$ cat config.mk
export PLATFORM = sky130hd
export DESIGN_NAME = channel_matrix_mixer_core
export DESIGN_NICKNAME = d
export VERILOG_FILES = /design/src/rtl/cmm_pkg.sv /design/src/rtl/cmm_ram.sv /design/src/rtl/cmm_dp.sv /design/src/rtl/cmm_ctrl.sv /design/src/rtl/channel_matrix_mixer_core.sv
export VERILOG_INCLUDE_DIRS = /design/src /design/src/rtl
export SDC_FILE = /design/constraint.sdc
export NUM_CORES = 2
export LEC_CHECK = 0
export BUFFER_PORTS_ARGS = -buffer_cell sky130_fd_sc_hd__buf_2
export CAP_MARGIN = 0
export CORE_ASPECT_RATIO = 0.8
export CORE_UTILIZATION = 55
export DETAILED_ROUTE_END_ITERATION = 8
export PLACE_DENSITY = 0.71
export SYNTH_ARGS = -nofsm -noshare
export SYNTH_HDL_FRONTEND = slang
export SYNTH_HIERARCHICAL = 1
export SYNTH_SLANG_ARGS = --single-unit
$ cat constraint.sdc
create_clock -name i_clk -period 9 [get_ports i_clk]
set_clock_uncertainty 0.15 [all_clocks]
set_input_delay 1.8 -clock i_clk [delete_from_list [all_inputs] [get_ports i_clk]]
set_output_delay 1.8 -clock i_clk [all_outputs]
set_load 0.02 [all_outputs]
$ cat src/rtl/channel_matrix_mixer_core_assert.svh
// Assertion macros shared by the mixer RTL modules.
`ifndef CHANNEL_MATRIX_MIXER_CORE_ASSERT_SVH
`define CHANNEL_MATRIX_MIXER_CORE_ASSERT_SVH

// Same-cycle implication, checked outside reset.
`define CMM_ASSERT_NOW(label, clk, rst_n, ante, cons) \
    label: assert property (@(posedge clk) disable iff (!rst_n) (ante) |-> (cons)) \
        else $error("mixer assertion failed");

// Next-cycle implication, checked outside reset.
`define CMM_ASSERT_NEXT(label, clk, rst_n, ante, cons) \
    label: assert property (@(posedge clk) disable iff (!rst_n) (ante) |=> (cons)) \
        else $error("mixer assertion failed");

`endif

$ cat src/rtl/cmm_pkg.sv
// Package: word types, codes and constants of the channel matrix mixer.
`default_nettype none

package cmm_pkg;

    localparam int CMM_MAX_CHANNELS   = 8;
    localparam int CMM_COEF_FRAC_BITS = 12;

    localparam int VALUE_W  = 16;
    localparam int PROD_W   = 32;
    localparam int ACC_W    = 40;
    localparam int INDEX_W  = 6;
    localparam int ACTION_W = 2;
    localparam int DEST_W   = 3;
    localparam int CFG_W    = 4;

    localparam int APB_DATA_W = 32;
    localparam int APB_ADDR_W = 3;

    // Action codes of an input word
    localparam logic [ACTION_W-1:0] ACT_LOAD   = 2'd0;
    localparam logic [ACTION_W-1:0] ACT_SAMPLE = 2'd1;
    localparam logic [ACTION_W-1:0] ACT_PRIME  = 2'd2;

    // Register indexes (paddr[2])
    localparam logic REG_SRC  = 1'b0;
    localparam logic REG_DEST = 1'b1;

    typedef struct packed {
        logic [ACTION_W-1:0]       action;
        logic [INDEX_W-1:0]        index;
        logic signed [VALUE_W-1:0] value;
    } t_in_word;

    typedef struct packed {
        logic [DEST_W-1:0]         dest_ch;
        logic signed [VALUE_W-1:0] mixed;
        logic                      clipped;
        logic                      last;
    } t_out_word;

    typedef struct packed {
        logic coef_wr;
        logic load_sample;
        logic prime;
        logic mac_issue;
        logic coef_ok;
        logic out_load;
        logic out_last;
    } t_dp_cmd;

    typedef struct packed {
        logic pipe_busy;
        logic out_free;
    } t_dp_sts;

endpackage

`default_nettype wire

$ cat src/rtl/cmm_ram.sv
// Generic single-write, single-read RAM with registered read data.
`default_nettype none

module cmm_ram #(
    parameter int WIDTH = 16,
    parameter int DEPTH = 64
) (
    input  wire logic                                  i_clk,
    input  wire logic                                  i_wr_en,
    input  wire logic [((DEPTH > 1) ? $clog2(DEPTH) : 1)-1:0] i_wr_addr,
    input  wire logic [WIDTH-1:0]                      i_wr_data,
    input  wire logic                                  i_rd_en,
    input  wire logic [((DEPTH > 1) ? $clog2(DEPTH) : 1)-1:0] i_rd_addr,
    output logic      [WIDTH-1:0]                      o_rd_data
);

    logic [WIDTH-1:0] r_mem [DEPTH];

    always_ff @(posedge i_clk) begin
        if (i_wr_en) begin
            r_mem[i_wr_addr] <= i_wr_data;
        end
        if (i_rd_en) begin
            o_rd_data <= r_mem[i_rd_addr];
        end
    end

endmodule

`default_nettype wire

$ cat src/rtl/cmm_dp.sv
// Datapath: coefficient RAM, shared multiply-accumulate, accumulators, output register.
`default_nettype none

`include "channel_matrix_mixer_core_assert.svh"

module cmm_dp import cmm_pkg::*; #(
    parameter int MAX_CHANNELS   = CMM_MAX_CHANNELS,
    parameter int COEF_FRAC_BITS = CMM_COEF_FRAC_BITS
) (
    input  wire logic     i_clk,
    input  wire logic     i_rst_n,
    input  wire t_in_word i_in_word,
    input  wire t_dp_cmd  i_cmd,
    input  wire logic [((MAX_CHANNELS > 1) ? $clog2(MAX_CHANNELS) : 1)-1:0] i_d_idx,
    input  wire logic [((MAX_CHANNELS > 1) ? $clog2(MAX_CHANNELS * MAX_CHANNELS) : 1)-1:0]
                          i_rd_addr,
    input  wire logic     i_stall,
    output t_dp_sts       o_sts,
    output logic          o_valid,
    output t_out_word     o_out_word
);

    localparam int DEPTH = MAX_CHANNELS * MAX_CHANNELS;
    localparam int AW    = (DEPTH > 1) ? $clog2(DEPTH) : 1;
    localparam int DW    = (MAX_CHANNELS > 1) ? $clog2(MAX_CHANNELS) : 1;
    localparam logic signed [ACC_W:0] RND_HALF = (ACC_W + 1)'(1) << (COEF_FRAC_BITS - 1);

    logic signed [VALUE_W-1:0] ram_q;
    logic signed [VALUE_W-1:0] coef;
    logic signed [PROD_W-1:0]  mult;
    logic signed [PROD_W-1:0]  prime_ext;
    logic signed [PROD_W-1:0]  prime_add;

    logic signed [VALUE_W-1:0] r_sample;
    logic                      r_s1_vld;
    logic                      r_s1_ok;
    logic [DW-1:0]             r_s1_d;
    logic                      r_s2_vld;
    logic [DW-1:0]             r_s2_d;
    logic signed [PROD_W-1:0]  r_s2_prod;
    logic                      n_s2_vld;
    logic [DW-1:0]             n_s2_d;
    logic signed [PROD_W-1:0]  n_s2_prod;

    logic signed [ACC_W-1:0]   r_acc [MAX_CHANNELS];
    logic signed [ACC_W-1:0]   acc_cur;
    logic signed [ACC_W:0]     acc_sum;
    logic signed [ACC_W-1:0]   acc_new;

    logic signed [ACC_W-1:0]   acc_o;
    logic signed [ACC_W:0]     rnd;
    logic signed [ACC_W:0]     shr;
    logic                      fits;

    logic                      r_out_vld;
    logic                      n_out_vld;
    t_out_word                 r_out;
    t_out_word                 n_out;

    cmm_ram #(
        .WIDTH (VALUE_W),
        .DEPTH (DEPTH)
    ) u_coef_ram (
        .i_clk     (i_clk),
        .i_wr_en   (i_cmd.coef_wr),
        .i_wr_addr (AW'(i_in_word.index)),
        .i_wr_data (i_in_word.value),
        .i_rd_en   (i_cmd.mac_issue),
        .i_rd_addr (i_rd_addr),
        .o_rd_data (ram_q)
    );

    // Multiply stage; a slot beyond the table reads as zero
    assign coef      = r_s1_ok ? ram_q : '0;
    assign mult      = r_sample * coef;
    assign prime_ext = {{(PROD_W - VALUE_W){i_in_word.value[VALUE_W-1]}}, i_in_word.value};
    assign prime_add = prime_ext <<< COEF_FRAC_BITS;

    always_comb begin
        n_s2_vld  = r_s1_vld | i_cmd.prime;
        n_s2_d    = r_s1_vld ? r_s1_d : i_d_idx;
        n_s2_prod = r_s1_vld ? mult : prime_add;
    end

    // Saturating accumulate
    always_comb begin
        acc_cur = r_acc[r_s2_d];
        acc_sum = {acc_cur[ACC_W-1], acc_cur}
                + {{(ACC_W + 1 - PROD_W){r_s2_prod[PROD_W-1]}}, r_s2_prod};
        if (acc_sum[ACC_W] != acc_sum[ACC_W-1]) begin
            acc_new = acc_sum[ACC_W] ? {1'b1, {(ACC_W - 1){1'b0}}}
                                     : {1'b0, {(ACC_W - 1){1'b1}}};
        end else begin
            acc_new = acc_sum[ACC_W-1:0];
        end
    end

    // Round half up, then saturate to a sample
    always_comb begin
        acc_o = r_acc[i_d_idx];
        rnd   = {acc_o[ACC_W-1], acc_o} + RND_HALF;
        shr   = rnd >>> COEF_FRAC_BITS;
        fits  = (&shr[ACC_W:VALUE_W-1]) | ~(|shr[ACC_W:VALUE_W-1]);
        n_out.dest_ch = DEST_W'(i_d_idx);
        n_out.clipped = ~fits;
        n_out.last    = i_cmd.out_last;
        if (fits) begin
            n_out.mixed = shr[VALUE_W-1:0];
        end else begin
            n_out.mixed = shr[ACC_W] ? {1'b1, {(VALUE_W - 1){1'b0}}}
                                     : {1'b0, {(VALUE_W - 1){1'b1}}};
        end
        if (i_cmd.out_load) begin
            n_out_vld = 1'b1;
        end else if (!i_stall) begin
            n_out_vld = 1'b0;
        end else begin
            n_out_vld = r_out_vld;
        end
    end

    always_ff @(posedge i_clk) begin
        if (i_cmd.load_sample) begin
            r_sample <= i_in_word.value;
        end
        r_s1_ok   <= i_cmd.coef_ok;
        r_s1_d    <= i_d_idx;
        r_s2_d    <= n_s2_d;
        r_s2_prod <= n_s2_prod;
        if (i_cmd.out_load) begin
            r_out <= n_out;
        end
    end

    always_ff @(posedge i_clk) begin
        if (!i_rst_n) begin
            r_s1_vld  <= 1'b0;
            r_s2_vld  <= 1'b0;
            r_out_vld <= 1'b0;
        end else begin
            r_s1_vld  <= i_cmd.mac_issue;
            r_s2_vld  <= n_s2_vld;
            r_out_vld <= n_out_vld;
        end
    end

    always_ff @(posedge i_clk) begin
        if (!i_rst_n) begin
            for (int i = 0; i < MAX_CHANNELS; i++) begin
                r_acc[i] <= '0;
            end
        end else if (i_cmd.out_load && i_cmd.out_last) begin
            for (int i = 0; i < MAX_CHANNELS; i++) begin
                r_acc[i] <= '0;
            end
        end else if (r_s2_vld) begin
            r_acc[r_s2_d] <= acc_new;
        end
    end

    assign o_sts.pipe_busy = r_s1_vld | r_s2_vld;
    assign o_sts.out_free  = ~r_out_vld | ~i_stall;
    assign o_valid         = r_out_vld;
    assign o_out_word      = r_out;

    `CMM_ASSERT_NOW(a_prime_no_collide, i_clk, i_rst_n, i_cmd.prime, !r_s1_vld)
    `CMM_ASSERT_NOW(a_out_after_drain, i_clk, i_rst_n, i_cmd.out_load, !(r_s1_vld || r_s2_vld))

endmodule

`default_nettype wire

$ cat src/rtl/cmm_ctrl.sv
// Controller: decodes input words and sequences the destination sweeps.
`default_nettype none

`include "channel_matrix_mixer_core_assert.svh"

module cmm_ctrl import cmm_pkg::*; #(
    parameter int MAX_CHANNELS = CMM_MAX_CHANNELS
) (
    input  wire logic     i_clk,
    input  wire logic     i_rst_n,
    input  wire logic     i_valid,
    input  wire t_in_word i_in_word,
    input  wire logic [$clog2(MAX_CHANNELS + 1)-1:0] i_src_cnt,
    input  wire logic [$clog2(MAX_CHANNELS + 1)-1:0] i_dest_cnt,
    input  wire t_dp_sts  i_sts,
    output logic          o_stall,
    output t_dp_cmd       o_cmd,
    output logic [((MAX_CHANNELS > 1) ? $clog2(MAX_CHANNELS) : 1)-1:0] o_d_idx,
    output logic [((MAX_CHANNELS > 1) ? $clog2(MAX_CHANNELS * MAX_CHANNELS) : 1)-1:0]
                          o_rd_addr
);

    localparam int DEPTH = MAX_CHANNELS * MAX_CHANNELS;
    localparam int AW    = (DEPTH > 1) ? $clog2(DEPTH) : 1;
    localparam int DW    = (MAX_CHANNELS > 1) ? $clog2(MAX_CHANNELS) : 1;
    localparam int CW    = $clog2(MAX_CHANNELS + 1);
    localparam int SW    = $clog2(DEPTH + 64) + 1;

    typedef enum logic [1:0] {
        S_IDLE,
        S_MAC,
        S_DRAIN,
        S_OUT
    } t_state;

    t_state        r_state;
    logic [DW-1:0] r_d;
    logic [SW-1:0] r_slot;
    logic          r_frame_end;

    logic          accept;
    logic [SW-1:0] idx_w;
    logic [SW-1:0] ns_w;
    logic [SW-1:0] nd_w;
    logic          d_last;

    assign accept = i_valid & (r_state == S_IDLE);
    assign idx_w  = SW'(i_in_word.index);
    assign ns_w   = SW'(i_src_cnt);
    assign nd_w   = SW'(i_dest_cnt);
    assign d_last = (CW'(r_d) == (i_dest_cnt - CW'(1)));

    always_comb begin
        o_cmd.coef_wr     = 1'b0;
        o_cmd.load_sample = 1'b0;
        o_cmd.prime       = 1'b0;
        case (i_in_word.action)
            ACT_LOAD: begin
                o_cmd.coef_wr = accept & (idx_w < SW'(DEPTH));
            end
            ACT_SAMPLE: begin
                o_cmd.load_sample = accept & (idx_w < ns_w);
            end
            ACT_PRIME: begin
                o_cmd.prime = accept & (idx_w < nd_w);
            end
            default: begin
            end
        endcase
        o_cmd.mac_issue = (r_state == S_MAC);
        o_cmd.coef_ok   = (r_slot < SW'(DEPTH));
        o_cmd.out_load  = (r_state == S_OUT) & i_sts.out_free;
        o_cmd.out_last  = d_last;
    end

    assign o_d_idx   = o_cmd.prime ? DW'(i_in_word.index) : r_d;
    assign o_rd_addr = r_slot[AW-1:0];
    assign o_stall   = (r_state != S_IDLE);

    always_ff @(posedge i_clk) begin
        if (!i_rst_n) begin
            r_state     <= S_IDLE;
            r_d         <= '0;
            r_slot      <= '0;
            r_frame_end <= 1'b0;
        end else begin
            case (r_state)
                S_IDLE: begin
                    if (o_cmd.load_sample) begin
                        r_d         <= '0;
                        r_slot      <= idx_w;
                        r_frame_end <= (idx_w == ns_w - SW'(1));
                        r_state     <= S_MAC;
                    end
                end
                S_MAC: begin
                    if (d_last) begin
                        r_state <= S_DRAIN;
                    end else begin
                        r_d    <= r_d + DW'(1);
                        r_slot <= r_slot + ns_w;
                    end
                end
                S_DRAIN: begin
                    if (!i_sts.pipe_busy) begin
                        r_d     <= '0;
                        r_state <= r_frame_end ? S_OUT : S_IDLE;
                    end
                end
                S_OUT: begin
                    if (o_cmd.out_load) begin
                        if (d_last) begin
                            r_state <= S_IDLE;
                        end else begin
                            r_d <= r_d + DW'(1);
                        end
                    end
                end
                default: begin
                    r_state <= S_IDLE;
                end
            endcase
        end
    end

    `CMM_ASSERT_NOW(a_mac_in_range, i_clk, i_rst_n, r_state == S_MAC, CW'(r_d) < i_dest_cnt)
    `CMM_ASSERT_NOW(a_out_pipe_idle, i_clk, i_rst_n, r_state == S_OUT, !i_sts.pipe_busy)
    `CMM_ASSERT_NEXT(a_last_ends_sweep, i_clk, i_rst_n, o_cmd.out_load && d_last, r_state == S_IDLE)

endmodule

`default_nettype wire

$ cat src/rtl/channel_matrix_mixer_core.sv
// Top level: channel matrix mixer with configuration registers, controller and datapath.
// Sequencing: a coefficient load or a prime does not stall the input; a source sample holds the input
//   stalled after acceptance while it sweeps the destinations, one destination per cycle
//   through the shared multiply-accumulate, and while its pipeline drains.
// No new word is taken until the sample has drained; the frame's last sample adds one
//   result word per cycle, dest_channels words, paced by the output stall.
// Reset (synchronous, active low): accumulators clear, channel counts return to 2; the
//   coefficient RAM is not cleared and holds garbage until written.
`default_nettype none

module channel_matrix_mixer_core import cmm_pkg::*; #(
    parameter int MAX_CHANNELS   = CMM_MAX_CHANNELS,
    parameter int COEF_FRAC_BITS = CMM_COEF_FRAC_BITS
) (
    input  wire logic                  i_clk,
    input  wire logic                  i_rst_n,
    // input channel
    input  wire logic                  i_valid,
    output logic                       o_stall,
    input  wire t_in_word              i_in_word,
    // output channel
    output logic                       o_valid,
    input  wire logic                  i_stall,
    output t_out_word                  o_out_word,
    // configuration port
    input  wire logic                  psel,
    input  wire logic                  penable,
    input  wire logic                  pwrite,
    input  wire logic [APB_ADDR_W-1:0] paddr,
    input  wire logic [APB_DATA_W-1:0] pwdata,
    output logic      [APB_DATA_W-1:0] prdata,
    output logic                       pready
);

    localparam int DEPTH = MAX_CHANNELS * MAX_CHANNELS;
    localparam int AW    = (DEPTH > 1) ? $clog2(DEPTH) : 1;
    localparam int DW    = (MAX_CHANNELS > 1) ? $clog2(MAX_CHANNELS) : 1;
    localparam int CW    = $clog2(MAX_CHANNELS + 1);

    logic [CFG_W-1:0] r_src_cfg;
    logic [CFG_W-1:0] r_dest_cfg;
    logic [CW-1:0]    src_cnt;
    logic [CW-1:0]    dest_cnt;
    logic             cfg_wr;

    t_dp_cmd          cmd;
    t_dp_sts          sts;
    logic [DW-1:0]    d_idx;
    logic [AW-1:0]    rd_addr;

    // Register file: zero-wait writes, register picked by paddr[2]
    assign pready = 1'b1;
    assign cfg_wr = psel & penable & pwrite;

    always_ff @(posedge i_clk) begin
        if (!i_rst_n) begin
            r_src_cfg  <= CFG_W'(2);
            r_dest_cfg <= CFG_W'(2);
        end else if (cfg_wr) begin
            case (paddr[2])
                REG_SRC: begin
                    r_src_cfg <= pwdata[CFG_W-1:0];
                end
                REG_DEST: begin
                    r_dest_cfg <= pwdata[CFG_W-1:0];
                end
                default: begin
                end
            endcase
        end
    end

    always_comb begin
        case (paddr[2])
            REG_SRC:  prdata = APB_DATA_W'(r_src_cfg);
            REG_DEST: prdata = APB_DATA_W'(r_dest_cfg);
            default:  prdata = '0;
        endcase
    end

    // Clamp the programmed counts to 1..MAX_CHANNELS
    always_comb begin
        if (r_src_cfg == '0) begin
            src_cnt = CW'(1);
        end else if (int'(r_src_cfg) > MAX_CHANNELS) begin
            src_cnt = CW'(MAX_CHANNELS);
        end else begin
            src_cnt = CW'(r_src_cfg);
        end
        if (r_dest_cfg == '0) begin
            dest_cnt = CW'(1);
        end else if (int'(r_dest_cfg) > MAX_CHANNELS) begin
            dest_cnt = CW'(MAX_CHANNELS);
        end else begin
            dest_cnt = CW'(r_dest_cfg);
        end
    end

    // Sequencer: decode each word, sweep the destinations, then emit the frame
    cmm_ctrl #(
        .MAX_CHANNELS (MAX_CHANNELS)
    ) u_ctrl (
        .i_clk      (i_clk),
        .i_rst_n    (i_rst_n),
        .i_valid    (i_valid),
        .i_in_word  (i_in_word),
        .i_src_cnt  (src_cnt),
        .i_dest_cnt (dest_cnt),
        .i_sts      (sts),
        .o_stall    (o_stall),
        .o_cmd      (cmd),
        .o_d_idx    (d_idx),
        .o_rd_addr  (rd_addr)
    );

    // Coefficient RAM, shared MAC, accumulators and the output register
    cmm_dp #(
        .MAX_CHANNELS   (MAX_CHANNELS),
        .COEF_FRAC_BITS (COEF_FRAC_BITS)
    ) u_dp (
        .i_clk      (i_clk),
        .i_rst_n    (i_rst_n),
        .i_in_word  (i_in_word),
        .i_cmd      (cmd),
        .i_d_idx    (d_idx),
        .i_rd_addr  (rd_addr),
        .i_stall    (i_stall),
        .o_sts      (sts),
        .o_valid    (o_valid),
        .o_out_word (o_out_word)
    );

endmodule

`default_nettype wire

[After elaboration in Yosys (flattened, before gate mapping)]
Memories as Yosys holds them, arrays and structs flattened. A register that Yosys moved wholly into a read port is not among the register bits.
Cells that the tools add are included.
W data, S select, Z words.
Storage, ports and cells
  register bits after elaboration: 101
  bits in latches: 0
  bits in writable memories: 1344
  memory bits (read-only): 0
  bits of input ports: 66
  output and inout port bits: 56
  word-level logic and storage cells: 143
  memories: 2
Memory list
  u_dp.u_coef_ram.r_mem: words 64, width 16, read ports 1, clocked after Yosys merged registers in 1, wr ports 1, line cmm_ram.sv:17  | logic [WIDTH-1:0] r_mem [DEPTH];
  u_dp.r_acc: words 8, width 40, read ports 2, clocked after Yosys merged registers in 1, wr ports 8, line cmm_dp.sv:45  | logic signed [ACC_W-1:0] r_acc [MAX_CHANNELS];
Cells by class
  add/sub/neg operators: 6
  multipliers: 1
  divide/modulo/power cells: 0
  $lt $le $gt $ge: 6
  equality and inequality tests: 15
  shift-type cells: 0
  muxes and demuxes: 54
  bitwise logic cells: 24
  reductions and logical operators: 16
Operator list (number)
  $mux W40: 11
  $pmux W32 S2: 1
  $mux W16: 3
  $add A40 B13 Y41 const B: 1
  $add A40 B32 Y41: 1
  $reduce_or A40 Y1: 1
  $mul A16 B16 Y32: 1
  $mux W32: 1
  $mux W3: 7
  $mux W1: 16
  $mux W4: 4
  $mux W8: 2
  $pmux W8 S2: 1
  $reduce_and A14 Y1: 1
  $reduce_or A14 Y1: 1
  $lt A6 B4 Y1: 2
  $mux W2: 6
  $or A1 B1 Y1: 12
  $pmux W3 S4: 1
  $add A8 B4 Y8: 1
  $eq A6 B8 Y1: 1
  $gt A4 B4 Y1 const B: 2
  $logic_not A4 Y1: 2
  $lt A8 B7 Y1 const B: 1
  19 further kinds: 42

[Depth between registers and ports, before layout]
An unclocked memory read counts as a cell.
  depth in word-level cells: 13
  mapped depth: 26

[Modules after synthesis]
Netlist, hierarchy kept.
By module, submodules not included
  cmm_ram: instances 1, cells an instance 1829, area an instance 40202.3 µm², sequential area each 31230.0 µm²
  cmm_dp: instances 1, cells an instance 2828, area an instance 30450.5 µm², sequential area each 11561.1 µm²
  cmm_ctrl: instances 1, cells an instance 178, area an instance 1441.4 µm², sequential area each 280.3 µm²
  channel_matrix_mixer_core: instances 1, cells an instance 78, area an instance 678.2 µm², sequential area each 160.2 µm²

[Least setup slack after synthesis]
No wires, ideal clock.
  path type: register to register
  from: reg u_dp.r_s1_ok
  to: reg u_dp.r_s2_prod[31]
  setup time: 0.134 ns
  data arrival time: 6.634 ns
  data required time: 8.716 ns
  path slack: 2.082 ns
  stages on the path, launching flop included: 25
  buffers on the path: 2
  cell sequence: dfxtp_1 > clkbuf_1 > and2_1 > clkbuf_1 > nand2_1 > fa_1 > inv_1 > fa_1 > fa_1 > fa_1 > fa_1 > inv_1 > fa_1 > inv_1 > ha_1 > nand3_1 > a211oi_1 > o21ai_0 > a21oi_1 > a41oi_1 > o211ai_1 > nand2_1 > o211ai_1 > mux2i_1 > or4_1
On the way
  word-level cells in the longest chain between the ends: 3
RTL lines
  start: declaration: line cmm_dp.sv:36  | logic r_s1_ok;
  start signal: assignment: line cmm_dp.sv:126  | r_s1_ok <= i_cmd.coef_ok;
  $mux W16: line cmm_dp.sv:74  | assign coef = r_s1_ok ? ram_q : '0;
  $mul A16 B16 Y32: line cmm_dp.sv:75  | assign mult = r_sample * coef;
  $mux W32: line cmm_dp.sv:82  | n_s2_prod = r_s1_vld ? mult : prime_add;
  net u_dp.n_s2_prod[31]: line cmm_dp.sv:43  | logic signed [PROD_W-1:0] n_s2_prod;
  end signal: assignment: line cmm_dp.sv:129  | r_s2_prod <= n_s2_prod;
  end: declaration: line cmm_dp.sv:40  | logic signed [PROD_W-1:0] r_s2_prod;
The timed path passes the listed nets, and every way through them passes these cells.
A chain may end at the register's enable or synchronous reset.

[Worst setup path in the final report]
  from: reg u_dp.r_s1_ok
  to: reg u_dp.r_s2_prod[30]
The elaborated chain is that of the path after synthesis.

==> flow_summary_export.csv <==
group,metric,value,unit
synthesis,yosysSeqAreaShare,0.594,
job,maxCapViolCount,0,
worst_setup_path,crit_buf_inv,3,
worst_setup_path,critical_path.slowest_cell,"dfxtp_4",
worst_setup_path,cpMostUsedCell,"fa_1",
worst_setup_path,rr_worst_depth,22,
sta,holdWs,269,ps
worst_setup_path,worstSetupStartpoint,"u_dp/r_s1_ok",
sta,fmax,0.123,GHz
worst_setup_path,worstSetupStartpointType,"flop",
floorplanning,dieArea,134000,um^2
synthesis,synth_cells,4913,
worst_setup_path,cpPeakStageDelay,820,ps
clock_network,cts_made_buffers,141,
sta,timing.final.crit_period,8120,ps
worst_setup_path,cp-end-kind,"flop",
worst_hold_path,hold_start,"u_ctrl/r_slot[7]",
worst_hold_path,min_path_type,"flop to flop",
synthesis,synth_edf_count,1397,
sta,setup_viol,0,
synthesis,yosysWarnings,6,
synthesis,synthTopCellsByCount,"edfxtp_1, nor2_1, inv_1, mux4_2, fa_1",
placed_design,routabilityCongestion,0.889,
global_routing,grt_first_pass_wirelength,281,mm
global_routing,grt_usage,0.285,
worst_hold_path,min_path_cells,1,
global_routing,antenna_found_initial,11,
outcome,outcome,"complete, no violations",
worst_setup_path,rr_startpoint,"u_dp/r_s1_ok",
clock_network,clk_pin_slew_worst_paths,60,ps
worst_setup_path,rrSetupSlack,880,ps
layout,drive_gt1_frac,0.163,
route,finalWirelength,191,mm
synthesis,synth_top_area_share,0.576,
sta,relSlewSlack,0.0989,
route,wire_per_inst,27.9,um
floorplanning,core_region_area,130000,um^2
sta,rsz0062_at_grt,"false",
layout,area_delta_synth_final,9.19,%
route,drt_iter0_markers,6445,
power_and_ir_drop,p_per_area,201,nW/um^2
layout,fillers,9510,
worst_setup_path,cp.arrival,8590,ps
clock_network,cts_tree,"built",
floorplanning,rows,118,
floorplanning,die_x,409,um
worst_setup_path,reg2reg_to,"u_dp/r_s2_prod[30]",
layout,multi_input_area,26600,um^2
worst_setup_path,path_cells,"and2_1, nand2_1, fa_1, fa_1, inv_1, fa_1, inv_1, fa_1, fa_1, fa_1, inv_1, ha_1, a211oi_1, nor2_1, a211oi_1, o31ai_1, a21oi_1, o21a_1, o21ai_1, o41ai_1, mux2i_1, or4_1",
clock_network,postCtsSetupRepairBufs,0,
worst_setup_path,crit_type,"flop to flop",
sta,hold_viol,0,
global_routing,grt_max_degree,141,
synthesis,synth_most_common_cell,"edfxtp_1",
clock_network,cts_htree_levels,4,
power_and_ir_drop,power.static_leakage,28.2,nW
synthesis,ys_seq_elements,1461,
clock_network,root_buffer,"clkbuf_16",
clock_network,ctsResizeCount,0,
global_routing,first_global_vias,43200,
floorplanning,die_h,327,um
clock_network,clkSinkCount,1461,
route,route.met3.wl,28.6,mm
sta,min_period_over_period,0.902,
route,drcViolationCount,0,
worst_hold_path,worst_hold_path.endpoint,"u_dp/r_s1_ok",
clock_network,cts_max_path_buffers,3,
placed_design,port_buffers,62,
synthesis,ys_async_sr_fraction,0,
synthesis,synth.distinct_cells,96,
synthesis,syn_avg_cell_area,14.8,um^2
route,antenna_left,0,
route,routed_via_density,6.47,
worst_setup_path,worstPathRequired,9480,ps
floorplanning,ioPinCount,122,
route,top_layer,"met5",
sta,worst_pin_slew,1350,ps
route,dr_wl_met2,81.3,mm
route,vias,44200,
sta,tns,0,ps
sta,drv_slew,0,
floorplanning,start_util,0.558,
clock_network,insertion_delay,780,ps
synthesis,yosys-top-cells-area,"edfxtp_1, mux4_2, fa_1, ha_1, a22oi_1",
route,met1_length,76.7,mm
layout,register_area,43200,um^2
synthesis,yosys.area.top_type,"edfxtp_1",
clock_network,cts-hold-fix-buffers,0,
worst_setup_path,worst-path-max-fanout,96,
layout,nNetsFinal,5444,
power_and_ir_drop,peakVddDrop,224,uV
route,first_pass_iters,6,
synthesis,netlist_area,72800,um^2
worst_setup_path,cp_top_family,"adder cells",
placed_design,dpl.hpwl,117,mm
synthesis,synth_ff_type,"edfxtp_1",
layout,finish.utilization,0.610,
global_routing,overflow,0,
## metrics by stage
step / std cells / power [mW] / worst slack [ps] / area [um^2]
floorplan: 4940 / 9.42 / 2080 / 72900
global placement: 6574 / 10.1 / 932 / 74900
detailed placement: 6574 / 10.1 / 721 / 74900
CTS: 6832 / 16.0 / 979 / 79500
global route: 6832 / 16.5 / 482 / 79500
finish: 6836 / 15.9 / 883 / 79500
## layout by cell type, fill, tap and decap left out, drive strengths merged, types with 11 or more instances in the layout
| master | count |
|---|---|
| a211oi | 29 |
| a21o | 43 |
| a21oi | 110 |
| a221oi | 16 |
| a22oi | 199 |
| a31oi | 16 |
| and2 | 21 |
| and3 | 134 |
| buf | 211 |
| clkbuf | 177 |
| clkinv | 55 |
| conb | 29 |
| dfxtp | 64 |
| edfxtp | 1397 |
| fa | 264 |
| ha | 137 |
| inv | 369 |
| mux2 | 61 |
| mux2i | 127 |
| mux4 | 282 |
| nand2 | 253 |
| nand2b | 24 |
| nand3 | 68 |
| nand4 | 76 |
| nor2 | 385 |
| nor2b | 49 |
| nor3 | 48 |
| nor4 | 12 |
| o211ai | 16 |
| o21a | 14 |
| o21ai | 64 |
| o21bai | 11 |
| o22ai | 74 |
| or2 | 11 |
| or3 | 18 |
| xnor2 | 52 |
| xor2 | 32 |
## cell families (layout without fill, tap and decap cells)
family / Yosys count / after routing / synth area share
DFF: 1461 / 1461 / 0.594
buffers and inverters: 676 / 828 / 0.0430
muxes: 470 / 470 / 0.115
adders and majority gates: 401 / 401 / 0.0962
other: 2 / 33 / 0.000103
and+or+nand+nor: 1147 / 1147 / 0.0775
AOI/OAI and AO/OA: 672 / 672 / 0.0644
xor gates and xnor gates: 84 / 84 / 0.0101
## worst reg2reg max path, cell delays in order (launching register included)
cell,delay (ps)
dfxtp_4,820
and2_1,530
nand2_1,160
fa_1,560
fa_1,560
inv_1,50
fa_1,510
inv_1,60
fa_1,590
fa_1,440
fa_1,490
inv_1,50
ha_1,350
a211oi_1,440
nor2_1,130
a211oi_1,310
o31ai_1,160
a21oi_1,240
o21a_1,220
o21ai_1,140
o41ai_1,320
mux2i_1,130
or4_1,550
## flip-flops by register name, summed over array words and instances, names as in the netlist
register,count
r_dest_cfg,4
r_src_cfg,4
u_ctrl/r_d,3
u_ctrl/r_frame_end,1
u_ctrl/r_slot,8
u_ctrl/r_state,2
u_dp/o_out_word,21
u_dp/o_valid,1
u_dp/r_acc,320
u_dp/r_s1_d,3
u_dp/r_s1_ok,1
u_dp/r_s1_vld,1
u_dp/r_s2_d,3
u_dp/r_s2_prod,32
u_dp/r_s2_vld,1
u_dp/r_sample,16
u_dp/u_coef_ram/o_rd_data,16
u_dp/u_coef_ram/r_mem,1024
## power by group
group	internal, mW	switching (mW)
clock	3.33	2.57
combinational	0.901	1.58
sequential	7.51	0.0505
## how the worst max path moves through the flow
| stage | endpoint | slack [ps] | cells after the start |
|---|---|---|---|
| 2_1_floorplan | u_dp/r_s2_prod[31] | 2080 | 24 |
| 3_3_place_gp | u_dp/o_out_word[14] | 930 | 18 |
| 3_5_place_dp | u_dp/o_out_word[14] | 720 | 18 |
| 4_1_cts | u_dp/r_s2_prod[31] | 980 | 24 |
| 5_1_grt | u_dp/r_s2_prod[31] | 480 | 24 |
| 6_report | u_dp/r_s2_prod[30] | 880 | 22 |
## metal layers
layer  up-vias  track usage
met5         -            0
met3       313        0.100
li1      18700            -
met4         6       0.0691
met2      2901        0.405
met1     22300        0.423
## area by class of cell
type	instances	share of cell area
tap	1740	0.0274
multi-input combinational	2803	0.335
sequential	1461	0.544
clock inverter	81	0.00948
antenna	4	0.000126
inverter	359	0.0170
clock buffer	177	0.0482
timing repair buffer	211	0.0185
No activity file was read; power rests on OpenSTA's default activity.
